**src/pxth_pkg.sv**
```systemverilog
`timescale 1ns / 1ps

package pxth_pkg;

    localparam int TEXT_BYTES = 16;
    localparam int TIME_BITS  = 16;

    // time field on the bus is 16 bits; only the low TIME_BITS of it count
    localparam int T_W        = (TIME_BITS < 16) ? TIME_BITS : 16;
    localparam int SQ_W       = 2 * T_W;

    localparam int PAIR_COUNT = (TEXT_BYTES * (TEXT_BYTES - 1)) / 2;
    localparam int BUCKETS    = 256;
    localparam int MEM_DEPTH  = PAIR_COUNT * BUCKETS;
    localparam int PAIR_W     = $clog2(PAIR_COUNT);
    localparam int ADDR_W     = PAIR_W + 8;
    localparam int IDX_W      = $clog2(TEXT_BYTES);

    localparam int TS_W  = 48;
    localparam int SS_W  = 64;
    localparam int CNT_W = 32;

    localparam logic KIND_RECORD = 1'b0;
    localparam logic KIND_READ   = 1'b1;

    typedef struct packed {
        logic [CNT_W-1:0] cnt;
        logic [SS_W-1:0]  sq;
        logic [TS_W-1:0]  ts;
    } t_bucket;

    typedef enum logic [2:0] {
        ST_CLEAR,
        ST_IDLE,
        ST_REC,
        ST_REC_END,
        ST_RD_ISSUE,
        ST_RD_DATA
    } t_state;

    // memory access request from the sequencer
    typedef struct packed {
        logic              rd_en;
        logic [ADDR_W-1:0] rd_addr;
        logic              wr_en;
        logic              wr_zero;
        logic [ADDR_W-1:0] wr_addr;
    } t_mem_req;

    typedef struct packed {
        logic out_load;
        logic invalid;
    } t_rd_ctl;

endpackage

```
**src/pxth_ctrl.sv**
```systemverilog
`timescale 1ns / 1ps

module pxth_ctrl
    import pxth_pkg::*;
(
    input  logic         i_clk,
    input  logic         i_rst_n,
    input  logic         i_valid,
    input  logic         i_kind,
    input  logic [127:0] i_text,
    input  logic [3:0]   i_pair_first,
    input  logic [3:0]   i_pair_second,
    input  logic [7:0]   i_difference,
    input  logic         i_out_free,
    output logic         o_ready,
    output t_mem_req     o_mem,
    output t_rd_ctl      o_rd
);

    t_state r_state, n_state;
    logic [IDX_W-1:0]  r_i, n_i;
    logic [IDX_W-1:0]  r_j, n_j;
    logic [PAIR_W-1:0] r_pair, n_pair;
    logic [127:0]      r_text, n_text;
    logic [ADDR_W-1:0] r_rd_addr, n_rd_addr;
    logic              r_invalid, n_invalid;
    logic [ADDR_W-1:0] r_clr_addr, n_clr_addr;
    logic              r_wr_pend;
    logic [ADDR_W-1:0] r_wr_addr;

    logic [7:0]        walk_diff;
    logic [ADDR_W-1:0] walk_addr;
    logic              req_bad;
    logic [PAIR_W-1:0] req_pair;

    function automatic logic [PAIR_W-1:0] pair_index(input logic [3:0] f, input logic [3:0] s);
        int fi;
        int si;
        int p;
        fi = int'(f);
        si = int'(s);
        p  = fi * TEXT_BYTES - ((fi * (fi + 1)) >> 1) + (si - fi - 1);
        return PAIR_W'(p);
    endfunction

    assign walk_diff = r_text[8*r_i +: 8] ^ r_text[8*r_j +: 8];
    assign walk_addr = {r_pair, walk_diff};

    assign req_bad  = (i_pair_first >= i_pair_second) || (int'(i_pair_second) >= TEXT_BYTES);
    assign req_pair = pair_index(i_pair_first, i_pair_second);

    always_ff @(posedge i_clk) begin
        if (!i_rst_n) begin
            r_state    <= ST_CLEAR;
            r_clr_addr <= '0;
            r_wr_pend  <= 1'b0;
        end else begin
            r_state    <= n_state;
            r_clr_addr <= n_clr_addr;
            r_wr_pend  <= (r_state == ST_REC);
        end
    end

    always_ff @(posedge i_clk) begin
        r_i       <= n_i;
        r_j       <= n_j;
        r_pair    <= n_pair;
        r_text    <= n_text;
        r_rd_addr <= n_rd_addr;
        r_invalid <= n_invalid;
        r_wr_addr <= walk_addr;
    end

    always_comb begin
        n_state     = r_state;
        n_i         = r_i;
        n_j         = r_j;
        n_pair      = r_pair;
        n_text      = r_text;
        n_rd_addr   = r_rd_addr;
        n_invalid   = r_invalid;
        n_clr_addr  = r_clr_addr;
        o_ready     = 1'b0;
        o_mem.rd_en   = 1'b0;
        o_mem.rd_addr = walk_addr;
        o_mem.wr_en   = r_wr_pend;
        o_mem.wr_zero = 1'b0;
        o_mem.wr_addr = r_wr_addr;
        o_rd.out_load = 1'b0;
        o_rd.invalid  = r_invalid;

        case (r_state)
            ST_CLEAR: begin
                o_mem.wr_en   = 1'b1;
                o_mem.wr_zero = 1'b1;
                o_mem.wr_addr = r_clr_addr;
                if (r_clr_addr == ADDR_W'(MEM_DEPTH - 1)) begin
                    n_state = ST_IDLE;
                end else begin
                    n_clr_addr = r_clr_addr + 1'b1;
                end
            end
            ST_IDLE: begin
                o_ready = 1'b1;
                if (i_valid) begin
                    if (i_kind == KIND_READ) begin
                        n_invalid = req_bad;
                        n_rd_addr = req_bad ? '0 : {req_pair, i_difference};
                        n_state   = ST_RD_ISSUE;
                    end else begin
                        n_text  = i_text;
                        n_i     = '0;
                        n_j     = IDX_W'(1);
                        n_pair  = '0;
                        n_state = ST_REC;
                    end
                end
            end
            ST_REC: begin
                // read one pair's bucket per cycle, written back in the following cycle
                o_mem.rd_en = 1'b1;
                n_pair      = r_pair + 1'b1;
                if (r_j == IDX_W'(TEXT_BYTES - 1)) begin
                    if (r_i == IDX_W'(TEXT_BYTES - 2)) begin
                        n_state = ST_REC_END;
                    end else begin
                        n_i = r_i + 1'b1;
                        n_j = r_i + IDX_W'(2);
                    end
                end else begin
                    n_j = r_j + 1'b1;
                end
            end
            ST_REC_END: begin
                n_state = ST_IDLE;
            end
            ST_RD_ISSUE: begin
                o_mem.rd_en   = 1'b1;
                o_mem.rd_addr = r_rd_addr;
                n_state       = ST_RD_DATA;
            end
            ST_RD_DATA: begin
                if (i_out_free) begin
                    o_rd.out_load = 1'b1;
                    n_state       = ST_IDLE;
                end
            end
            default: begin
                n_state = ST_IDLE;
            end
        endcase
    end

endmodule

```
**config.mk**
```make
export PLATFORM = sky130hd
export DESIGN_NAME = pxth_ctrl
export DESIGN_NICKNAME = d
export VERILOG_FILES = /design/src/pxth_pkg.sv /design/src/pxth_ctrl.sv
export SDC_FILE = /design/constraint.sdc
export NUM_CORES = 1
export LEC_CHECK = 0
export BUFFER_PORTS_ARGS = -buffer_cell sky130_fd_sc_hd__buf_2
export CORE_ASPECT_RATIO = 1.2
export CORE_MARGIN = 2
export CORE_UTILIZATION = 45
export CTS_BUF_LIST = sky130_fd_sc_hd__clkbuf_8
export DETAILED_ROUTE_END_ITERATION = 16
export PLACE_DENSITY_LB_ADDON = 0.25
export SYNTH_ARGS = -nofsm -noshare
export SYNTH_HDL_FRONTEND = slang
export SYNTH_SLANG_ARGS = --single-unit
export TNS_END_PERCENT = 1
```
**constraint.sdc**
```tcl
create_clock -name i_clk -period 11.7 [get_ports i_clk]
set_input_delay 1.17 -clock i_clk [delete_from_list [all_inputs] [get_ports i_clk]]
set_output_delay 1.17 -clock i_clk [all_outputs]
set_load 0.05 [all_outputs]
```
==> out/metrics.cfg <==
[drt]
maxUsedRoutingLayer=met4
drtPass1Iterations=6
num_vias=6114
drc=0
routed_wl_um=21890
ant_nets=0
met1_length_um=9183
wl_per_cell_um=19.21
via_per_inst=5.363
wl_met3_um=1033
drt_iter0_drc=356
wl_met2_um=11200

[sta]
setup_violations=0
worst_slack_ps=6388
hold_violations=0
fmax_ghz=0.1882
tns_ps=0
min_period_over_period=0.4540
skew_ps=23.16
worst_slew_pin_slew_ps=1138
rsz0062_at_grt=no
max-slew-margin-rel=0.2412
slew_viol_final=0
fin_crit_ps=5312

[floorplanning]
die_h_um=165.3
die_area_sq_mm=0.02287
core_sq_mm=0.02148
die_x_um=138.4
io_pins=185
start_util=0.4539
placementRows=59

[pwr]
pwr-share-comb=0.118
p_sw_w=0.0003588
p_int_w=0.001012
power_frac_seq=0.546
p_clk_frac=0.337
ir_drop_mv=0.06981
leakage_nw=4.432
p_per_area_mw_per_mm2=121.2
power.total_w=0.001370
swShare=0.2618

[place]
port_buffers=184
dp_cells=1107
pre_cts_ws_ps=5893
placed_cell_area_sq_mm=0.01087
hpwlAfterDp_um=15840
gp_congestion=0.8136

[clock_tree]
clk_latency_ps=480
root_buffer=clkbuf_8
htreeDepth=4
clk_pin_slew_ps=110
cts_buffers=17
cts_setup_buffers=0
cts_tree=yes
cts_hold_buf=0
postCtsResizedCells=0
cts_buffer_depth=2
cts_sinks=193

[min_path]
hp-class=flip-flop to flip-flop
hold_start=r_pair[6]
holdPathStages=0
whs_endpoint=r_wr_addr[14]

[global_route]
overflow=0
grt_max_degree=93
antenna_found_initial=1
grt_pass1_wl_um=33500
grt_pass1_vias=6150
grt.total_usage=0.1931

[final_layout]
drive_gt1_frac=0.3457
syn_to_final_growth_pct=15.91
mostFrequentLayoutCells=buf_2 (184), edfxtp_1 (159), nand2_1 (75), mux4_2 (57), nor2_1 (48)
nets=1046
final_common_cell=buf_2
instances_no_fill=1140
stdcell_area_sq_mm=0.01130

[setup_path]
cp-startpoint=i_pair_first[0]
cp-end-kind=flip-flop
path_class=input pin to flip-flop
slowest_delay_ps=500
ff2ff_path_depth=5
path_cells=buf_2 -> ha_1 -> inv_1 -> ha_1 -> nand2b_1 -> fa_1 -> inv_1 -> fa_1 -> ha_1 -> a21o_1 -> a21oi_1 -> xor2_1 -> fa_1 -> ha_1 -> o21ai_0 -> o21bai_1 -> a21oi_1 -> xnor2_1 -> xnor2_1 -> nor2_1
critPathSlowestCell=fa_1
crit_path_frequent_cell=ha_1
cp.arrival_ps=5530
rr_startpoint=r_j[0]
r2r_end=r_wr_addr[5]
crit_path_max_fanout=8
required_ps=11920
reg2reg_slack_ps=8800
start_kind=input pin

[synth]
syn_nets=870
netlist_instances=676
seq_area_frac_synth=0.5595
syn_area_sq_mm=0.009751
avgSynthCellArea_sq_um=14.42
synth_cell_types=48
synth_flop_cell=edfxtp_1
synth_edf_count=159
synthArstFlopShare=0
ys_warn_count=0
synth-seq-cells=193

[run_status]
status=complete, no violations

[run]
maxCapViolCount=0

## worst max-delay path, delay by kind of cell
kind,cells,cell delay [ps]
adder cells (fa/ha/maj),7,2550
buffers and inverters,3,300
AND/OR/NAND/NOR,2,230
AO/OA/AOI/OAI,5,760
XOR/XNOR,3,490
## cell families (layout without fill, tap and decap cells)
kind of cell	Yosys count	count (layout)	share of synthesized area
compound gates	73	73	0.05069
xor+xnor	40	40	0.03734
fa+ha+maj	45	45	0.06544
buf+inv	59	248	0.02977
flops	193	193	0.5595
mux	80	80	0.1696
other cells	0	1	0
simple gates	186	186	0.08764
## power groups by stage
stage | logic (W) | clock network [W] | registers [W]
2_1_floorplan | 0.000112 | 0 | 0.000763
3_3_place_gp | 0.000158 | 0 | 0.000763
3_5_place_dp | 0.000162 | 0 | 0.000763
4_1_cts | 0.000163 | 0.000474 | 0.000748
5_1_grt | 0.000187 | 0.000500 | 0.000748
6_report | 0.000161 | 0.000462 | 0.000748
## Yosys cell counts (2+ instances only)
library cell | count | area (sq um)
nand2b_1 | 8 | 50.05
fa_1 | 10 | 200.2
a21oi_1 | 12 | 60.06
a31oi_1 | 2 | 12.51
and3_1 | 7 | 43.79
nand4_1 | 3 | 18.77
buf_2 | 6 | 30.03
dfxtp_1 | 34 | 680.7
buf_1 | 3 | 11.26
nor2b_1 | 4 | 25.02
edfxtp_1 | 159 | 4775
or3_1 | 3 | 18.77
xor2_1 | 23 | 201.4
o22ai_1 | 17 | 106.4
and4_1 | 2 | 17.52
buf_6 | 4 | 45.04
nand3_1 | 11 | 55.05
a22oi_1 | 16 | 120.1
a211oi_1 | 3 | 22.52
o21a_1 | 2 | 15.01
inv_1 | 26 | 97.59
and2_1 | 16 | 100.1
a21boi_0 | 2 | 15.01
nor2_1 | 48 | 180.2
nand2_1 | 75 | 281.5
nor3_1 | 4 | 20.02
buf_4 | 4 | 30.03
mux4_2 | 57 | 1284
a21o_1 | 6 | 45.04
mux2_2 | 13 | 146.4
clkbuf_1 | 14 | 52.55
xnor2_1 | 16 | 140.1
or2_2 | 2 | 12.51
mux4_1 | 7 | 183.9
mux2_4 | 2 | 30.03
ha_1 | 35 | 437.9
o21ai_0 | 9 | 45.04
## registers in the layout (all words and copies together) (netlist names)
register    cells
r_state         3
r_text        128
r_wr_pend       1
r_rd_addr      15
r_clr_addr     15
r_j             4
r_invalid       1
r_wr_addr      15
r_i             4
r_pair          7
## worst max path at each step
stage | endpoint | cells after the start | slack (ps)
floorplan | r_rd_addr[14] | 20 | 6350
global placement | r_rd_addr[14] | 21 | 5950
detailed placement | r_rd_addr[14] | 21 | 5890
CTS | r_rd_addr[14] | 21 | 6410
global route | r_rd_addr[14] | 20 | 6100
finish | r_rd_addr[14] | 20 | 6390
## area by class of cell
cell class	count	area, sq um
Fill cell	1775	10180
Sequential cell	193	5455
Multi-Input combinational cell	424	4005
Timing Repair Buffer	189	958.4
Tap cell	274	342.8
Clock buffer	17	234.0
Clock inverter	15	200.2
Inverter	27	103.9
Antenna cell	1	2.502
## through the flow
step / hold slack (ps) / util
2_1_floorplan: 382.6 / -
3_3_place_gp: 420.4 / 0.5058
3_5_place_dp: 424.1 / 0.5058
4_1_cts: 461.4 / 0.5260
5_1_grt: 486.9 / 0.5261
6_report: 458.8 / 0.5261
## layer usage
layer,vias to the layer above,GRT usage
met3,32,0.03662
li1,2908,-
met5,-,0
met2,195,0.3330
met1,2979,0.2460
met4,0,0.07050
Note: power is estimated with default switching activity, not from simulation.
